File: config.mk
export PLATFORM = sky130hd
export DESIGN_NAME = lsw_setup
export DESIGN_NICKNAME = d
export VERILOG_FILES = /design/src/hdl/lsw_pkg.sv /design/src/hdl/lsw_setup.sv
export SDC_FILE = /design/constraint.sdc
export NUM_CORES = 1
export LEC_CHECK = 0
export ABC_AREA = 1
export BUFFER_PORTS_ARGS = -buffer_cell sky130_fd_sc_hd__buf_2
export CELL_PAD_IN_SITES_DETAIL_PLACEMENT = 1
export CELL_PAD_IN_SITES_GLOBAL_PLACEMENT = 1
export CORE_MARGIN = 2
export CORE_UTILIZATION = 25
export DETAILED_ROUTE_END_ITERATION = 8
export PLACE_DENSITY = 0.56
export SLEW_MARGIN = 30
export SYNTH_ARGS = -nofsm -noshare
export SYNTH_HDL_FRONTEND = slang
export SYNTH_SLANG_ARGS = --single-unit
File: constraint.sdc
create_clock -name clk -period 7.59 [get_ports clk]
set_input_delay 1.518 -clock clk [delete_from_list [all_inputs] [get_ports clk]]
set_output_delay 1.518 -clock clk [all_outputs]
set_load 0.03 [all_outputs]
File: src/hdl/lsw_pkg.sv
// Package of the line segment window clipper: defaults, register codes, types.
`timescale 1ns / 1ps
`default_nettype none
package lsw_pkg;

    localparam int DEF_COORD_BITS    = 16;
    localparam int DEF_FRACTION_BITS = 16;
    localparam int NUM_PAIRS         = 4;
    localparam int CFG_INDEX_BITS    = 2;

    localparam int WINDOW_LEFT_RESET   = 100;
    localparam int WINDOW_TOP_RESET    = 100;
    localparam int WINDOW_RIGHT_RESET  = 300;
    localparam int WINDOW_BOTTOM_RESET = 200;

    localparam logic [CFG_INDEX_BITS-1:0] REG_WINDOW_LEFT   = 2'd0;
    localparam logic [CFG_INDEX_BITS-1:0] REG_WINDOW_TOP    = 2'd1;
    localparam logic [CFG_INDEX_BITS-1:0] REG_WINDOW_RIGHT  = 2'd2;
    localparam logic [CFG_INDEX_BITS-1:0] REG_WINDOW_BOTTOM = 2'd3;

    // Per-segment classification of the four boundary pairs.
    typedef struct packed {
        logic                 kill;   // segment is rejected outright
        logic [NUM_PAIRS-1:0] enter;  // pair tightens the entry parameter
        logic [NUM_PAIRS-1:0] leave;  // pair tightens the exit parameter
        logic [NUM_PAIRS-1:0] sat;    // ratio is at least 1.0
    } pair_ctl_t;

endpackage
`default_nettype wire

File: src/hdl/lsw_setup.sv
// First stage: differences, boundary pairs, magnitudes and classification.
`timescale 1ns / 1ps
`default_nettype none
module lsw_setup #(
    parameter int COORD_BITS = lsw_pkg::DEF_COORD_BITS
) (
    input  wire                           clk,
    input  wire                           en,
    input  wire  signed [COORD_BITS-1:0]  x1,
    input  wire  signed [COORD_BITS-1:0]  y1,
    input  wire  signed [COORD_BITS-1:0]  x2,
    input  wire  signed [COORD_BITS-1:0]  y2,
    input  wire  signed [COORD_BITS-1:0]  win_left,
    input  wire  signed [COORD_BITS-1:0]  win_top,
    input  wire  signed [COORD_BITS-1:0]  win_right,
    input  wire  signed [COORD_BITS-1:0]  win_bottom,
    output logic        [COORD_BITS-1:0]  abs_p [lsw_pkg::NUM_PAIRS],
    output logic        [COORD_BITS-1:0]  abs_q [lsw_pkg::NUM_PAIRS],
    output lsw_pkg::pair_ctl_t            ctl,
    output logic signed [COORD_BITS-1:0]  x1_out,
    output logic signed [COORD_BITS-1:0]  y1_out,
    output logic signed [COORD_BITS:0]    dx_out,
    output logic signed [COORD_BITS:0]    dy_out
);

    logic signed [COORD_BITS:0] dx, dy;
    logic signed [COORD_BITS:0] p [lsw_pkg::NUM_PAIRS];
    logic signed [COORD_BITS:0] q [lsw_pkg::NUM_PAIRS];
    logic        [COORD_BITS:0] mp [lsw_pkg::NUM_PAIRS];
    logic        [COORD_BITS:0] mq [lsw_pkg::NUM_PAIRS];
    lsw_pkg::pair_ctl_t         ctl_next;

    assign dx = $signed({x2[COORD_BITS-1], x2}) - $signed({x1[COORD_BITS-1], x1});
    assign dy = $signed({y2[COORD_BITS-1], y2}) - $signed({y1[COORD_BITS-1], y1});

    always_comb
    begin
        p[0] = -dx;
        q[0] = $signed({x1[COORD_BITS-1], x1}) - $signed({win_left[COORD_BITS-1], win_left});
        p[1] = dx;
        q[1] = $signed({win_right[COORD_BITS-1], win_right}) - $signed({x1[COORD_BITS-1], x1});
        p[2] = -dy;
        q[2] = $signed({y1[COORD_BITS-1], y1}) - $signed({win_top[COORD_BITS-1], win_top});
        p[3] = dy;
        q[3] = $signed({win_bottom[COORD_BITS-1], win_bottom})
               - $signed({y1[COORD_BITS-1], y1});
        ctl_next = '0;
        for (int i = 0; i < lsw_pkg::NUM_PAIRS; i++)
        begin
            mp[i] = p[i][COORD_BITS] ? $unsigned(-p[i]) : $unsigned(p[i]);
            mq[i] = q[i][COORD_BITS] ? $unsigned(-q[i]) : $unsigned(q[i]);
            // A zero pair with negative q, or an exit pair with negative q, rejects.
            if (q[i][COORD_BITS] && !p[i][COORD_BITS])
            begin
                ctl_next.kill = 1'b1;
            end
            ctl_next.enter[i] = p[i][COORD_BITS] && q[i][COORD_BITS];
            ctl_next.leave[i] = !p[i][COORD_BITS] && (p[i] != '0) && !q[i][COORD_BITS];
            ctl_next.sat[i]   = mq[i] >= mp[i];
        end
    end

    always_ff @(posedge clk)
    begin
        if (en)
        begin
            for (int i = 0; i < lsw_pkg::NUM_PAIRS; i++)
            begin
                abs_p[i] <= mp[i][COORD_BITS-1:0];
                abs_q[i] <= mq[i][COORD_BITS-1:0];
            end
            ctl    <= ctl_next;
            x1_out <= x1;
            y1_out <= y1;
            dx_out <= dx;
            dy_out <= dy;
        end
    end

endmodule
`default_nettype wire

==> Implementation_results.wiki <==
{| class="wikitable"
! Metric !! Value
|-
| Share of async-settable or async-resettable flops after synthesis || 0
|-
| Wire length of the first global-routing pass || 90500 um
|-
| Number of synthesis warnings || 0
|-
| Internal Pwr Total || 0.00310 W
|-
| Most frequent cell after synthesis || sky130_fd_sc_hd__nand2_1
|-
| Area contributors post-synth || sky130_fd_sc_hd__edfxtp_1, sky130_fd_sc_hd__ha_1, sky130_fd_sc_hd__nand2_1
|-
| Required time of the critical path || 7900 ps
|-
| NetSw || 0.00239 W
|-
| Slowest cell on crit path || sky130_fd_sc_hd__xor2_1
|-
| Delay of the slowest cell on the worst path || 480 ps
|-
| Post-cts resize count || 0
|-
| Initial antenna violation count || 3
|-
| Post-layout min period || 6190 ps
|-
| Most numerous cell types in the synthesized netlist || sky130_fd_sc_hd__nand2_1, sky130_fd_sc_hd__inv_1, sky130_fd_sc_hd__edfxtp_1
|-
| Post-detailed-route via-to-cell ratio || 4.51
|-
| Leakage power || 9.76 nW
|-
| Number of enable flip-flop cells after synthesis || 203
|-
| Clock tree root buffer cell || sky130_fd_sc_hd__clkbuf_16
|-
| Number of global-route vias before repair || 15100
|-
| RSZ-0062 raised after global routing || false
|-
| Worst slew margin relative to its limit || 0.410
|-
| Cell taking the most area after synthesis || sky130_fd_sc_hd__edfxtp_1
|-
| Area enclosed by the die boundary || 0.0665 mm2
|-
| Effective utilization at floorplan || 0.251
|-
| Cell seen most often among critical-path stages || sky130_fd_sc_hd__nand2_1
|-
| Floorplan Core Area || 0.0641 mm2
|-
| Number of clock sinks || 203
|-
| Combinational fraction of design power || 0.463
|-
| Vias || 14300
|-
| Maximum resistive drop on vdd || 0.137 mV
|-
| GR Util All Layers || 0.178
|-
| Portion of total power attributed to the clock network || 0.245
|-
| Total Power || 0.00549 W
|-
| Final worst path period share || 0.816
|-
| Count of port buffers added during placement || 336
|-
| Synthesized instance count || 1948
|-
| Largest net degree at the start of global routing || 115
|-
| Post-CTS Hold Fix Bufs || 0
|-
| Number of top-level pins || 337
|-
| Chip Width || 258 um
|-
| Total number of nets in the final design || 2609
|-
| Count of distinct cell types in the synthesized netlist || 55
|-
| H-tree levels || 1
|-
| TNS Setup || 0 ps
|-
| Maximum capacitance violations || 0
|-
| DRC violation count after routing || 0
|-
| Worst-margin pin slew || 885 ps
|-
| Arrival time of data at the critical path endpoint || 6510 ps
|-
| Routed wire length || 60300 um
|-
| Post-CTS Setup Inserts || 0
|-
| Timing-limited maximum frequency || 161 MHz
|-
| Startpoint types || input port
|-
| Status || completed
|-
| Die extent in y || 258 um
|-
| Total count of hold-check failures in the final report || 0
|-
| Estimated wirelength of the detail-placed design || 51500 um
|-
| Layout cell share with drive strength beyond 1 || 0.202
|-
| Number of placement rows || 93
|-
| Number of CTS-inserted buffers || 26
|-
| Cell Area, Synth || 0.0161 mm2
|-
| Post-synth net total || 2256
|-
| Final weighted congestion in routability-driven placement || 0.901
|-
| Element type at the critical path end || register
|-
| Clock input transition at the sequential cells of the worst setup and hold paths || 60 ps
|-
| Layout Area Growth over Synthesis || 22.5%
|-
| Power density over the cells || 278 mW/mm2
|-
| Largest driver fanout on the critical path || 16
|-
| Switching power share of the total || 0.436
|-
| Share of the synthesized area in the top cell type || 0.378
|-
| First drt pass iteration count || 5
|-
| GRT Residual Overflow || 0
|-
| Antenna violation net count after detailed routing || 0
|-
| Buffers from clock root to sink, at most || 3
|-
| Final slew viol count || 0
|-
| Sequential group share of total power || 0.293
|-
| End of the worst hold path || y1_out[3]
|-
| Portion of the post-synthesis area used by sequential elements || 0.378
|-
| Setup Crit Path Kind || in -> reg
|-
| Synth Flop Type || sky130_fd_sc_hd__edfxtp_1
|-
| Final count of negative-setup-slack endpoints || 0
|-
| Average instance area after synthesis || 8.28 um2
|-
| Worst Min Path Start || y1[3]
|-
| CTS tree || built
|-
| Class of the worst hold path || in -> reg
|-
| Synth Register Bits || 203
|-
| First-iteration detailed-routing DRC count || 541
|-
| Worst hold path depth || 1
|-
| Drt wl/cell || 19.0 um
|}
## worst max-delay path: cells and delay by family
| family | cells | cell delay (ps) |
|---|---|---|
| buffers and inverters | 4 | 720 |
| XOR/XNOR | 2 | 730 |
| adder cells (fa/ha/maj) | 3 | 1120 |
| AO/OA/AOI/OAI | 6 | 920 |
| AND/OR/NAND/NOR | 16 | 1510 |
## logic make-up after synthesis
kind of cell / synth area share
and+or+nand+nor: 0.215
xor gates and xnor gates: 0.0830
adders and majority gates: 0.141
AOI/OAI and AO/OA: 0.0921
buffers and inverters: 0.0906
DFF: 0.378
## placed cells by master (no fill, tap or decap), drive strengths merged, types with 82 or more instances in the layout
master and instances:
o21ai 82, ha 172, nand3 116, buf 340, edfxtp 203, a21oi 119
nor2 125, xor2 100, inv 366, nand2 440
## worst max-delay path by stage
stage / cells after the start / from / end
global route: 31 / x1[6] / ctl[0]
detailed placement: 31 / x1[6] / ctl[0]
floorplan: 34 / x2[0] / ctl[0]
finish: 31 / x1[6] / ctl[0]
CTS: 31 / x1[6] / ctl[0]
global placement: 26 / y1[0] / ctl[2]
## sequential cells by signal (all words and copies together), names as in the netlist
register  cells
abs_p        61
abs_q        64
ctl          13
dx_out       17
dy_out       16
x1_out       16
y1_out       16
## through the flow
step           instances  hold slack (ps)  setup slack, ps  area [um2]   util
3_3_place_gp        3128             1740             1020       18800  0.294
4_1_cts             3176             1110             1410       19700  0.308
3_5_place_dp        3128             1740              793       18800  0.294
6_report            3178             1160             1400       19800  0.308
2_1_floorplan       1948             1620             1770       16100      -
5_1_grt             3176             1130              788       19700  0.308
## layer usage
| layer | global-route usage | up-vias | wire, um |
|---|---|---|---|
| li1 | - | 7170 | - |
| met1 | 0.210 | 6804 | 25100 |
| met2 | 0.333 | 292 | 31000 |
| met3 | 0.0265 | 66 | 2740 |
| met4 | 0.0461 | 2 | 1510 |
| met5 | 0 | - | 13 |
## final cells by class
| type | count | area, um2 |
|---|---|---|
| clock inverter | 18 | 243 |
| inverter | 365 | 1370 |
| timing repair buffer | 341 | 1740 |
| clock buffer | 30 | 666 |
| sequential | 203 | 6100 |
| tap | 855 | 1070 |
| fill | 7762 | 44400 |
| antenna | 2 | 5.00 |
| multi-input combinational | 1364 | 8560 |
## power by group through the flow
stage	Combinational [W]	Clock [W]	Sequential, W
after floorplan	0.00128	0	0.00207
after global placement	0.00252	0	0.00163
after detailed placement	0.00257	0	0.00164
after CTS	0.00258	0.00140	0.00162
after global routing	0.00282	0.00143	0.00163
final	0.00254	0.00134	0.00161
Power figures use the tool's default switching activity.
