`src/hdl/lsw_pkg.sv`:
```
// Package of the line segment window clipper: defaults, register codes, types.
`timescale 1ns / 1ps
`default_nettype none
package lsw_pkg;

    localparam int DEF_COORD_BITS    = 16;
    localparam int DEF_FRACTION_BITS = 16;
    localparam int NUM_PAIRS         = 4;
    localparam int CFG_INDEX_BITS    = 2;

    localparam int WINDOW_LEFT_RESET   = 100;
    localparam int WINDOW_TOP_RESET    = 100;
    localparam int WINDOW_RIGHT_RESET  = 300;
    localparam int WINDOW_BOTTOM_RESET = 200;

    localparam logic [CFG_INDEX_BITS-1:0] REG_WINDOW_LEFT   = 2'd0;
    localparam logic [CFG_INDEX_BITS-1:0] REG_WINDOW_TOP    = 2'd1;
    localparam logic [CFG_INDEX_BITS-1:0] REG_WINDOW_RIGHT  = 2'd2;
    localparam logic [CFG_INDEX_BITS-1:0] REG_WINDOW_BOTTOM = 2'd3;

    // Per-segment classification of the four boundary pairs.
    typedef struct packed {
        logic                 kill;   // segment is rejected outright
        logic [NUM_PAIRS-1:0] enter;  // pair tightens the entry parameter
        logic [NUM_PAIRS-1:0] leave;  // pair tightens the exit parameter
        logic [NUM_PAIRS-1:0] sat;    // ratio is at least 1.0
    } pair_ctl_t;

endpackage
`default_nettype wire

```
`src/hdl/lsw_interp.sv`:
```
// Back end: entry/exit selection, endpoint multiplies, rounding toward zero.
`timescale 1ns / 1ps
`default_nettype none
module lsw_interp #(
    parameter int COORD_BITS    = lsw_pkg::DEF_COORD_BITS,
    parameter int FRACTION_BITS = lsw_pkg::DEF_FRACTION_BITS
) (
    input  wire                           clk,
    input  wire  [2:0]                    en,
    input  wire  lsw_pkg::pair_ctl_t      ctl,
    input  wire  [FRACTION_BITS-1:0]      quo [lsw_pkg::NUM_PAIRS],
    input  wire  signed [COORD_BITS-1:0]  x1,
    input  wire  signed [COORD_BITS-1:0]  y1,
    input  wire  signed [COORD_BITS:0]    dx,
    input  wire  signed [COORD_BITS:0]    dy,
    output logic                          visible,
    output logic [COORD_BITS-1:0]         start_x,
    output logic [COORD_BITS-1:0]         start_y,
    output logic [COORD_BITS-1:0]         end_x,
    output logic [COORD_BITS-1:0]         end_y
);

    localparam int F  = FRACTION_BITS;
    localparam int PW = COORD_BITS + F + 3;
    localparam int SW = COORD_BITS + F + 4;
    localparam logic [F:0] T_ONE = {1'b1, {F{1'b0}}};

    // Selection stage.
    logic [F:0] t1_next, t2_next, r;
    logic       vis_next;
    logic [F:0] t1_reg, t2_reg;
    logic       vis_sel_reg;
    logic signed [COORD_BITS-1:0] x1_sel_reg, y1_sel_reg;
    logic signed [COORD_BITS:0]   dx_sel_reg, dy_sel_reg;

    always_comb
    begin
        t1_next = '0;
        t2_next = T_ONE;
        r       = '0;
        for (int i = 0; i < lsw_pkg::NUM_PAIRS; i++)
        begin
            r = ctl.sat[i] ? T_ONE : {1'b0, quo[i]};
            if (ctl.enter[i] && (r > t1_next))
            begin
                t1_next = r;
            end
            if (ctl.leave[i] && (r < t2_next))
            begin
                t2_next = r;
            end
        end
        vis_next = !ctl.kill && (t1_next < t2_next);
    end

    always_ff @(posedge clk)
    begin
        if (en[0])
        begin
            t1_reg      <= t1_next;
            t2_reg      <= t2_next;
            vis_sel_reg <= vis_next;
            x1_sel_reg  <= x1;
            y1_sel_reg  <= y1;
            dx_sel_reg  <= dx;
            dy_sel_reg  <= dy;
        end
    end

    // Multiply stage: t times the delta for each clipped coordinate.
    logic signed [F+1:0]  t1_s, t2_s;
    logic signed [PW-1:0] psx_reg, psy_reg, pex_reg, pey_reg;
    logic signed [COORD_BITS-1:0] x1_mul_reg, y1_mul_reg;
    logic vis_mul_reg;

    assign t1_s = $signed({1'b0, t1_reg});
    assign t2_s = $signed({1'b0, t2_reg});

    always_ff @(posedge clk)
    begin
        if (en[1])
        begin
            psx_reg     <= t1_s * dx_sel_reg;
            psy_reg     <= t1_s * dy_sel_reg;
            pex_reg     <= t2_s * dx_sel_reg;
            pey_reg     <= t2_s * dy_sel_reg;
            x1_mul_reg  <= x1_sel_reg;
            y1_mul_reg  <= y1_sel_reg;
            vis_mul_reg <= vis_sel_reg;
        end
    end

    // Sum and divide by 2^F with truncation toward zero.
    function automatic logic [COORD_BITS-1:0] lerp_trunc(
        input logic signed [COORD_BITS-1:0] c,
        input logic signed [PW-1:0]         prod
    );
        logic signed [SW-1:0] v;
        logic signed [SW-1:0] sh;
        v  = ($signed({{(SW-COORD_BITS){c[COORD_BITS-1]}}, c}) <<< F)
             + $signed({{(SW-PW){prod[PW-1]}}, prod});
        sh = v >>> F;
        if (v[SW-1] && (v[F-1:0] != '0))
        begin
            sh = sh + SW'(1);
        end
        return sh[COORD_BITS-1:0];
    endfunction

    always_ff @(posedge clk)
    begin
        if (en[2])
        begin
            visible <= vis_mul_reg;
            start_x <= vis_mul_reg ? lerp_trunc(x1_mul_reg, psx_reg) : '0;
            start_y <= vis_mul_reg ? lerp_trunc(y1_mul_reg, psy_reg) : '0;
            end_x   <= vis_mul_reg ? lerp_trunc(x1_mul_reg, pex_reg) : '0;
            end_y   <= vis_mul_reg ? lerp_trunc(y1_mul_reg, pey_reg) : '0;
        end
    end

endmodule
`default_nettype wire

```
`config.mk`:
```
export PLATFORM = sky130hd
export DESIGN_NAME = lsw_interp
export DESIGN_NICKNAME = d
export VERILOG_FILES = /design/src/hdl/lsw_pkg.sv /design/src/hdl/lsw_interp.sv
export SDC_FILE = /design/constraint.sdc
export NUM_CORES = 2
export LEC_CHECK = 0
export ABC_AREA = 1
export BUFFER_PORTS_ARGS = -buffer_cell sky130_fd_sc_hd__buf_2
export CORE_AREA = 5 5 298 300
export CTS_CLUSTER_SIZE = 40
export DETAILED_ROUTE_END_ITERATION = 16
export DIE_AREA = 0 0 303 305
export GPL_TIMING_DRIVEN = 1
export MAX_ROUTING_LAYER = met4
export PLACE_DENSITY = 0.95
export SYNTH_ARGS = -nofsm -noshare
export SYNTH_HDL_FRONTEND = slang
export SYNTH_SLANG_ARGS = --single-unit
```
`constraint.sdc`:
```
create_clock -name clk -period 14.4 [get_ports clk]
set_clock_uncertainty 0.05 [all_clocks]
set_input_delay 0.72 -clock clk [delete_from_list [all_inputs] [get_ports clk]]
set_output_delay 0.72 -clock clk [all_outputs]
set_load 0.01 [all_outputs]
```
==> results.md <==
* Worst Tran Pin Value at 1.26 ns
* Synth-to-layout area growth at 5.57%
* Nets at 8966
* Required @ worst endpoint at 14.73 ns
* Worst-path clk slew at 0.07 ns
* Vias post-DR at 49600
* Crit path capture: vis_sel_reg
* Wire length per cell at 20.1 um
* GP Congestion at 0.978
* Initial DRC count at 5503
* Vias in the first global route at 53900
* Fin. Hold Viols at 0
* Post-Syn Nets at 8946
* Root buffer cell: clkbuf_16
* Hold buffers post-CTS at 0
* CTS tree: done
* Top_reg_cell synth: edfxtp_1
* CP dominant cell by count: nand2_1
* Initial antenna violation count at 6
* Async S/R FF share, synth at 0
* Top cells by area, synth: fa_1 (30%), edfxtp_1 (17%), ha_1 (15%), inv_1 (12%), nand2_1 (11%)
* R2R Setup Slk at 6.86 ns
* Synth area leader: fa_1
* Fmax at 103 MHz
* Worst skew pair latency at 0.65 ns
* Most frequent cells in the layout: inv_1 (1833), nand2_1 (1746), fa_1 (900)
* Via density at 5.91
* Worst path slowest cell: nand2_1
* Global-route wire length before repair at 270 mm
* Htree depth at 2
* Levels on crit path at 43
* CP top delay family: simple AND/OR/NAND/NOR gates
* Setup TNS at 0 ns
* Post-route cell area at 62800 um2
* Hold WC Path Type: input pin to flop
* Final setup margin at 4.70 ns
* Reg2reg start: t1_reg[10]
* Synth Warn # at 0
* Initial core utilization at 0.692
* Crit-path max cell delay at 0.81 ns
* Clock sink count at 339
* Synth cell types at 60
* Drc violations at 0
* Post-synth EDFFs at 339
* Worst flop-to-flop path endpoint: psy_reg[24]
* Post-synthesis cell count at 7192
* Top-area cell type share of the netlist area at 0.303
* Synthesized area at 59400 um2
* Clock tree buffer depth at 3
* Die W at 303 um
* Global-route usage over all layers at 0.382
* GRT overflow at 0
* Worst slack, placed at 4.04 ns
* RSZ-0062 raised after global routing: false
* Relative slew margins at 0.149
* Tmin final at 9.70 ns
* Filler cells at 5680
* Post-synthesis area per instance at 8.27 um2
* Die Y at 305 um
* Seq cells post-synth at 339
* Die area at 92400 um2
* Post-CTS Setup Inserts at 0
* Reg2Reg Depth at 20
* Area after DPL at 61300 um2
* Fraction of layout cells with a size suffix above 1 at 0.0588
* Worst Hold Slack at 0.200 ns
* Number of I/O port buffers at 211
* Post-synthesis sequential area ratio at 0.171
* Post-DRT Antenna Nets at 0
* CTS buffer count at 40
* Tcrit/Tclk final at 0.673
* Crit. End Element: flop
* MaxCap Viol Count at 0
* Hpwl dp at 128 mm
* Drt pass-1 iters at 10
* Core Box Area at 85900 um2
* Largest net degree at the start of global routing at 100
* Critical Path Start: ctl[0]
* Hold path startpoint: dy[5]
* Status: completed
* FP Rows at 108
* Final setup viols at 0
* Slew Viols, Final at 0
* Commonest non-fill, non-tap cell in the layout: inv_1
* Buffers & Inverters on Critical Path at 8
* Total Wirelength at 169 mm
* Ports at 212
* Crit-path max FO at 33
* Worst Setup Start Kind: input pin
* Cts repair resizes at 0
* WS Path Type: input pin to flop
* CP arrival at 10.03 ns
==> cells by family (layout without fill, tap and decap cells) <==
group	count (synthesis)	in the layout	share of synthesized area
AO/OA/AOI/OAI	647	647	0.0623
adder cells (fa/ha/maj)	1607	1607	0.452
flip-flops	339	339	0.171
other	0	6	0
XOR/XNOR	178	178	0.0264
AND/OR/NAND/NOR	2260	2260	0.151
buffers and inverters	2161	2212	0.137
==> stage by stage <==
| step | util | std cells |
|---|---|---|
| 6_report | 0.730 | 8404 |
| 5_1_grt | 0.730 | 8404 |
| 4_1_cts | 0.730 | 8398 |
| 3_5_place_dp | 0.713 | 8325 |
| 3_3_place_gp | 0.713 | 8325 |
| 2_1_floorplan | - | 7192 |
==> worst reg2reg max path: stages, from the launching register on <==
cell and delay, ns:
edfxtp_1 0.91, buf_4 0.43, nand2_1 0.14, fa_1 0.59, inv_1 0.14, fa_1 0.54, fa_1 0.53, fa_1 0.56
inv_1 0.08, fa_1 0.52, inv_1 0.06, fa_1 0.44, ha_1 0.38, a21oi_1 0.23, inv_1 0.08, a31oi_1 0.12
a21boi_0 0.67, o21ai_0 0.27, nand2_1 0.16, nand2_1 0.07, xor2_1 0.34
==> worst min path at each step <==
stage                      to  slack (ns)  cells past startpoint
5_1_grt         y1_sel_reg[5]        0.19                      1
6_report        dy_sel_reg[5]        0.20                      1
4_1_cts         dx_sel_reg[0]        0.18                      1
3_5_place_dp    x1_mul_reg[7]        0.36                      0
3_3_place_gp   x1_mul_reg[12]        0.35                      0
2_1_floorplan     vis_mul_reg        0.35                      0
==> cell usage after synthesis (all sizes together) (2+ instances only) <==
cell	n
o21ai	229
buf	18
ha	707
or2	5
and2	2
and3	6
nand4	30
inv	1852
nand3	113
xnor2	65
nand2	1753
nor4	26
nand3b	3
a211oi	8
a21o	25
o31ai	6
o21a	8
a41oi	5
a31oi	33
o21bai	9
a21boi	21
xor2	113
nor3b	6
a21oi	269
clkinv	3
o22ai	11
nor3	55
o211ai	8
o221ai	4
fa	900
edfxtp	339
o311ai	2
a221oi	6
clkbuf	288
nor2	259
==> layer usage <==
| metal | up-vias | wire length, um | global-route usage |
|---|---|---|---|
| met5 | - | 0 | - |
| met1 | 23100 | 57200 | 0.443 |
| met3 | 1260 | 21100 | 0.0941 |
| li1 | 21700 | - | - |
| met2 | 3604 | 78400 | 0.606 |
| met4 | 0 | 12400 | 0.221 |
==> area by class of cell <==
| class | count | area (um2) | share of cell area |
|---|---|---|---|
| Antenna cell | 6 | 15.0 | 0.000239 |
| Clock buffer | 45 | 1020 | 0.0162 |
| Clock inverter | 28 | 403 | 0.00642 |
| Inverter | 1855 | 6960 | 0.111 |
| Multi-Input combinational cell | 4692 | 41100 | 0.655 |
| Sequential cell | 339 | 10200 | 0.162 |
| Tap cell | 1155 | 1450 | 0.0230 |
| Timing Repair Buffer | 284 | 1610 | 0.0257 |
Power is left out: the tool's default activity adds up to more than one toggle a clock period on the data nets, which glitch-free logic cannot reach.
