--- src/hdl/lsw_pkg.sv ---
// Package of the line segment window clipper: defaults, register codes, types.
`timescale 1ns / 1ps
`default_nettype none
package lsw_pkg;

    localparam int DEF_COORD_BITS    = 16;
    localparam int DEF_FRACTION_BITS = 16;
    localparam int NUM_PAIRS         = 4;
    localparam int CFG_INDEX_BITS    = 2;

    localparam int WINDOW_LEFT_RESET   = 100;
    localparam int WINDOW_TOP_RESET    = 100;
    localparam int WINDOW_RIGHT_RESET  = 300;
    localparam int WINDOW_BOTTOM_RESET = 200;

    localparam logic [CFG_INDEX_BITS-1:0] REG_WINDOW_LEFT   = 2'd0;
    localparam logic [CFG_INDEX_BITS-1:0] REG_WINDOW_TOP    = 2'd1;
    localparam logic [CFG_INDEX_BITS-1:0] REG_WINDOW_RIGHT  = 2'd2;
    localparam logic [CFG_INDEX_BITS-1:0] REG_WINDOW_BOTTOM = 2'd3;

    // Per-segment classification of the four boundary pairs.
    typedef struct packed {
        logic                 kill;   // segment is rejected outright
        logic [NUM_PAIRS-1:0] enter;  // pair tightens the entry parameter
        logic [NUM_PAIRS-1:0] leave;  // pair tightens the exit parameter
        logic [NUM_PAIRS-1:0] sat;    // ratio is at least 1.0
    } pair_ctl_t;

endpackage
`default_nettype wire

--- src/hdl/lsw_div.sv ---
// Pipelined restoring divider lane: one quotient bit of num * 2^F / den per stage.
`timescale 1ns / 1ps
`default_nettype none
module lsw_div #(
    parameter int COORD_BITS    = lsw_pkg::DEF_COORD_BITS,
    parameter int FRACTION_BITS = lsw_pkg::DEF_FRACTION_BITS
) (
    input  wire                        clk,
    input  wire  [FRACTION_BITS-1:0]   en,
    input  wire  [COORD_BITS-1:0]      num,
    input  wire  [COORD_BITS-1:0]      den,
    output logic [FRACTION_BITS-1:0]   quo
);

    logic [COORD_BITS-1:0]    rem_reg [FRACTION_BITS];
    logic [COORD_BITS-1:0]    den_reg [FRACTION_BITS];
    logic [FRACTION_BITS-1:0] quo_reg [FRACTION_BITS];

    for (genvar k = 0; k < FRACTION_BITS; k++)
    begin : g_stage
        logic [COORD_BITS-1:0]    r_in;
        logic [COORD_BITS-1:0]    d_in;
        logic [FRACTION_BITS-1:0] q_in;
        logic [COORD_BITS:0]      shifted;
        logic [COORD_BITS:0]      diff;
        logic                     ge;
        logic [COORD_BITS-1:0]    rem_next;

        if (k == 0)
        begin : g_first
            assign r_in = num;
            assign d_in = den;
            assign q_in = '0;
        end
        else
        begin : g_rest
            assign r_in = rem_reg[k-1];
            assign d_in = den_reg[k-1];
            assign q_in = quo_reg[k-1];
        end

        assign shifted  = {r_in, 1'b0};
        assign diff     = shifted - {1'b0, d_in};
        assign ge       = shifted >= {1'b0, d_in};
        assign rem_next = ge ? diff[COORD_BITS-1:0] : shifted[COORD_BITS-1:0];

        always_ff @(posedge clk)
        begin
            if (en[k])
            begin
                rem_reg[k] <= rem_next;
                den_reg[k] <= d_in;
                quo_reg[k] <= {q_in[FRACTION_BITS-2:0], ge};
            end
        end
    end

    assign quo = quo_reg[FRACTION_BITS-1];

endmodule
`default_nettype wire

--- config.mk ---
export PLATFORM = sky130hd
export DESIGN_NAME = lsw_div
export DESIGN_NICKNAME = d
export VERILOG_FILES = /design/src/hdl/lsw_pkg.sv /design/src/hdl/lsw_div.sv
export SDC_FILE = /design/constraint.sdc
export NUM_CORES = 1
export LEC_CHECK = 0
export ABC_AREA = 1
export BUFFER_PORTS_ARGS = -buffer_cell sky130_fd_sc_hd__clkbuf_2
export CAP_MARGIN = 20
export CORE_ASPECT_RATIO = 1.1
export CORE_UTILIZATION = 45
export CTS_CLUSTER_DIAMETER = 200
export DETAILED_ROUTE_END_ITERATION = 8
export SYNTH_ARGS = -nofsm -noshare
export SYNTH_HDL_FRONTEND = slang
export SYNTH_SLANG_ARGS = --single-unit
export TNS_END_PERCENT = 30
--- constraint.sdc ---
create_clock -name clk -period 4.6 [get_ports clk]
set_input_delay 0.92 -clock clk [delete_from_list [all_inputs] [get_ports clk]]
set_output_delay 0.92 -clock clk [all_outputs]
set_load 0.03 [all_outputs]
==> impl_metrics.yaml, run 1 <==
outcome:
  status: "complete, no violations"
die:
  die-area_um2: 86100
  coreArea_um2: 83700
  die_y_um: 308
  rows: 111
  ios: 65
  die_width_um: 280
  start_util: 0.457
synth:
  ys_seq_area_frac: 0.484
  syn_area_um2: 38200
  yosysTopAreaCell: "edfxtp_1"
  synth_flop_cell: "edfxtp_1"
  synth_cell_types: 34
  async_flop_share: 0
  synthTopCellsByCount: "nand2_1 (1715), inv_1 (840), edfxtp_1 (616), nand3_1 (274), ha_1 (255)"
  synth_edf_count: 616
  synth_area_per_cell_um2: 8.35
  synth_warnings: 0
  synth_most_common_cell: "nand2_1"
  syn_nets: 4897
  synth_top_area_frac: 0.484
  ys_ff_latch: 616
  synth_area_leaders: "edfxtp_1 (48%), nand2_1 (17%), ha_1 (8.3%)"
  synth_cells: 4578
route:
  drt_iter0_markers: 1833
  ant_nets: 0
  dr.pass1.iters: 5
  drc: 0
  via_per_inst: 4.87
  num_vias: 28535
  wl_per_cell_um: 15.6
  wl_um: 91700
critical_path:
  path_class: "reg -> reg"
  worst_path_most_repeated_cell: "nand2_1"
  slowest_stage: "ha_1"
  path_cells: "ha_1, nand2_1, nand2_1, nand2_1, nand2_1, nand2_1, nand3_2, nand2_2, nand2_4, nand3_1, nand2_1"
  worst_setup_path_end_kind: "register"
  cp_max_fo: 17
  worstPathArrival_ps: 2810
  slowest_delay_ps: 430
  start_kind: "register"
  path_buf_inv: 0
  path_delay_family: "simple AND/OR/NAND/NOR gates"
  cp.required_ps: 4970
run:
  max_cap_viol_count: 0
sta:
  fin_crit_sh: 0.532
  fin_ws_ps: 2150
  rsz0062_at_grt: "no"
  timing_hold_violations_final: 0
  finalSetupViolations: 0
  holdWs_ps: 409
  skew_ps: 18.2
  report.final.slew_viol_count: 0
  finalSetupTns_ps: 0
  max_slew.worst_pin.slew_ps: 1010
  max_freq_mhz: 409
  relSlewSlack: 0.324
  min_period_ps: 2450
clock_tree:
  cts_made_buffers: 71
  cts_setup_buffers: 0
  cts_tree: "yes"
  root_buffer: "clkbuf_16"
  clk_pin_slew_worst_paths_ps: 60
  clockBufferDepth: 3
  cts.repair.resized: 0
  h-tree-depth: 3
  cts-hold-fix-buffers: 0
  clock-sinks: 616
  clock_latency_ps: 630
placement:
  pre_cts_ws_ps: 1740
  io_buffers: 64
  place_congestion: 0.895
  hpwlAfterDp_um: 71500
  dp_cells: 5730
layout:
  final_cells: 5863
  antenna_cells: 0
  finish.utilization: 0.501
  fin_nets: 4994
  area_growth_pct: 9.82
  drive_above_1_share: 0.0657
power_and_ir_drop:
  power.density_nw_per_um2: 627
  peakVddDrop_uv: 299
  leakagePower_nw: 20.8
worst_hold_path:
  hp-class: "reg -> reg"
global_routing:
  grt_overflow_total: 0
  grt_max_degree: 48
  track_usage: 0.216
  antenna_found_initial: 0
  grt_pass1_wl_um: 146000
  first_global_vias: 27216
-- layout by cell type (no fill, tap or decap), types with 6 or more instances in the layout --
| cell | n |
|---|---|
| and2_1 | 50 |
| fa_1 | 15 |
| nor2_1 | 203 |
| nand2_1 | 1715 |
| nand3b_1 | 53 |
| ha_1 | 255 |
| or2_2 | 6 |
| bufinv_16 | 6 |
| clkinv_2 | 15 |
| xor2_1 | 71 |
| nand3_1 | 274 |
| nor2_2 | 36 |
| o21ai_0 | 18 |
| nor3_1 | 28 |
| nand2_4 | 15 |
| nand2_2 | 28 |
| edfxtp_1 | 616 |
| clkinvlp_4 | 7 |
| nand4_1 | 71 |
| clkinv_1 | 11 |
| clkbuf_2 | 64 |
| xnor2_1 | 32 |
| inv_4 | 12 |
| nor3_2 | 6 |
| nand3_2 | 18 |
| inv_1 | 840 |
| inv_6 | 6 |
| or2_1 | 11 |
| a21oi_1 | 148 |
| clkbuf_16 | 73 |
-- area by class of cell --
class	instances	area (um^2)
Tap cell	1130	1410
Fill cell	8045	41800
Multi-Input combinational cell	3063	16100
Clock inverter	53	512
Inverter	853	3230
Sequential cell	616	18500
Timing Repair Buffer	70	390
Clock buffer	78	1850
-- worst register-to-register path, delay by kind of cell, from the launching register on --
| family | cells | cell delay, ps |
|---|---|---|
| and+or+nand+nor | 10 | 1350 |
| adders and majority gates | 1 | 430 |
| DFF | 1 | 410 |
-- worst paths after layout --
check,start,to,slack [ps],cells past startpoint
setup / recovery,rem_reg[1][81],rem_reg[1][107],2150,11
hold / removal,quo_reg[1][84],quo_reg[1][101],410,0
setup reg to reg,rem_reg[1][81],rem_reg[1][107],2150,11
hold reg to reg,quo_reg[1][84],quo_reg[1][101],410,0
-- routing by layer --
layer | vias up | wire [um] | track usage
li1 | 14770 | - | -
met4 | 0 | 2230 | 0.0661
met1 | 13091 | 42600 | 0.293
met2 | 551 | 43300 | 0.362
met3 | 123 | 3630 | 0.0234
met5 | - | 0 | 0
-- cell families (layout without fill, tap and decap cells) --
kind of cell / count (synthesis) / count (layout) / share of synthesized area
AND/OR/NAND/NOR: 2520 / 2520 / 0.284
buffers and inverters: 899 / 1054 / 0.0952
flip-flops: 616 / 616 / 0.484
adder cells (fa/ha/maj): 270 / 270 / 0.0913
AO/OA/AOI/OAI: 170 / 170 / 0.0225
XOR/XNOR: 103 / 103 / 0.0236
-- per-stage QoR --
stage / cell area (um^2) / power (mW)
after floorplan: 38200 / 17.8
after global placement: 39600 / 20.5
after detailed placement: 39600 / 20.7
after CTS: 41900 / 26.5
after global routing: 42000 / 28.5
final: 42000 / 26.3
-- report_power, final --
group	leakage (nW)	internal [mW]	switching, mW
sequential	6.03	8.12	0.824
clock	1.14	3.28	2.41
combinational	13.6	4.01	7.68
total	20.8	15.4	10.9
Power figures use the tool's default switching activity.
==> inputs of run 2 (changes only) <==
==> constraint.sdc (replaced) <==
create_clock -name clk -period 2.24 [get_ports clk]
set_input_delay 0.448 -clock clk [delete_from_list [all_inputs] [get_ports clk]]
set_output_delay 0.448 -clock clk [all_outputs]
set_load 0.03 [all_outputs]
==> impl_metrics.yaml, run 2 (synthesis gave the netlist of run 1 again) <==
sta:
  relSlewSlack: 0.597
  skew_ps: 33.7
  max_slew.worst_pin.slew_ps: 604
  fin_crit_sh: 0.961
  finalSetupTns_ps: 0
  min_period_ps: 2150
  finalSetupViolations: 0
  holdWs_ps: 85.0
  rsz0062_at_grt: "yes"
  timing_hold_violations_final: 0
  report.final.slew_viol_count: 0
  max_freq_mhz: 464
layout:
  fin_nets: 5245
  final_cells: 6111
  stdcell_area_um2: 44600
  num-fill-cells: 7888
  layout_common_cells: "nand2_1 (1712), inv_1 (839), edfxtp_1 (616)"
  final_common_cell: "nand2_1"
  antenna_cells: 0
  drive_above_1_share: 0.123
  area_growth_pct: 16.6
critical_path:
  reg2reg_setup_slack_ps: 90
  path_class: "reg -> reg"
  r2r_cells: 10
  timing.rr.start: "den_reg[1][94]"
  worst_setup_path_end_kind: "register"
  worst_path_most_repeated_cell: "nand2_1"
  start_kind: "register"
  slowest_delay_ps: 400
  cp.required_ps: 2590
  r2r_end: "rem_reg[1][97]"
  slowest_stage: "edfxtp_1"
  cp_max_fo: 17
  worstPathArrival_ps: 2500
  path_cells: "inv_1, ha_1, nand2_1, nand2_1, a21oi_1, nand2_1, nor2_4, nand2_4, nand2_1, o21ai_0"
outcome:
  status: "complete, no violations"
clock_tree:
  clock-sinks: 616
  cts_made_buffers: 73
  clk_pin_slew_worst_paths_ps: 60
  h-tree-depth: 3
  clock_latency_ps: 650
  cts_tree: "yes"
  clockBufferDepth: 3
  root_buffer: "clkbuf_16"
placement:
  dp_cells: 5948
  hpwlAfterDp_um: 74500
  io_buffers: 64
  placed_cell_area_um2: 41300
  place_congestion: 0.896
route:
  wl_um: 94200
  drc: 0
  via_per_inst: 4.79
  wl_per_cell_um: 15.4
  dr.pass1.iters: 5
  ant_nets: 0
  drt_iter0_markers: 2005
  num_vias: 29301
power_and_ir_drop:
  leakagePower_nw: 22.0
  totalPowerFinal_mw: 57.2
  power.density_nw_per_um2: 1280
  peakVddDrop_uv: 792
die:
  ios: 65
  die-area_um2: 86100
  coreArea_um2: 83700
  start_util: 0.457
  die_y_um: 308
  die_width_um: 280
  rows: 111
global_routing:
  track_usage: 0.221
  grt_overflow_total: 0
  grt_max_degree: 48
  first_global_vias: 28117
  grt_pass1_wl_um: 149000
  antenna_found_initial: 2
worst_hold_path:
  worstHoldEndpoint: "den_reg[0][0]"
  hp-class: "in -> reg"
  hold_depth: 1
  worstHoldStart: "den[0]"
run:
  max_cap_viol_count: 0
run 2: cell types whose count changed in the layout (fill, tap and decap cells not counted), sizes merged:
cell	delta
buf	+234
dlygate4sd3	+14
clkbuf	+7
bufinv	+6
inv	-6
clkinv	-5
clkinvlp	-3
nand2	+1
run 2: cell type report:
class	count	area [um^2]	share of cell area
Tap cell	1130	1410	0.0317
Clock buffer	85	1910	0.0429
Clock inverter	45	594	0.0133
Sequential cell	616	18500	0.415
Multi-Input combinational cell	3064	16600	0.371
Timing Repair Buffer	318	2370	0.0531
Inverter	853	3240	0.0727
run 2: metal layers:
layer	global-route usage	wire length, um
met2	0.370	44400
met1	0.295	43200
met4	0.0647	2340
met3	0.0329	4330
met5	0	0
run 2: power by group:
group          switching (mW)  leakage, nW  internal, mW
Combinational            16.3         14.8          10.0
Clock                    4.83         1.22          7.54
Sequential               1.80         6.03          16.7
Total                    22.9         22.0          34.3
run 2: what timing repair did:
| item | in CTS | in global routing |
|---|---|---|
| buffers inserted | 1 | 17 |
| pin swaps | 0 | 7 |
| hold buffers | 14 | 0 |
| gates resized for setup | 2 | 87 |
| cloned | 0 | 1 |
| setup endpoints to repair | 6 | 155 |
| hold endpoints to repair | 14 | 0 |
run 2: through the flow:
step	worst slack, ps	util
3_5_place_dp	-153	0.493
5_1_grt	-61.6	0.532
3_3_place_gp	-66.3	0.493
6_report	87.0	0.532
4_1_cts	9.34	0.525
2_1_floorplan	324	-
run 2: worst max path at each step:
stage / from / to / slack (ps) / cells after the start
6_report: den_reg[1][94] / rem_reg[1][97] / 90 / 10
5_1_grt: den_reg[1][59] / rem_reg[1][65] / -60 / 13
4_1_cts: rem_reg[0][26] / rem_reg[0][40] / 9 / 10
3_5_place_dp: den[8] / rem_reg[0][12] / -150 / 12
3_3_place_gp: den[7] / rem_reg[0][15] / -70 / 12
2_1_floorplan: den[6] / rem_reg[0][13] / 320 / 12
run 2: worst max-delay path, delay by kind of cell (launching register included):
family | cells | cell delay, ps
compound gates | 2 | 290
flops | 1 | 400
fa+ha+maj | 1 | 350
buf+inv | 1 | 60
simple gates | 6 | 770
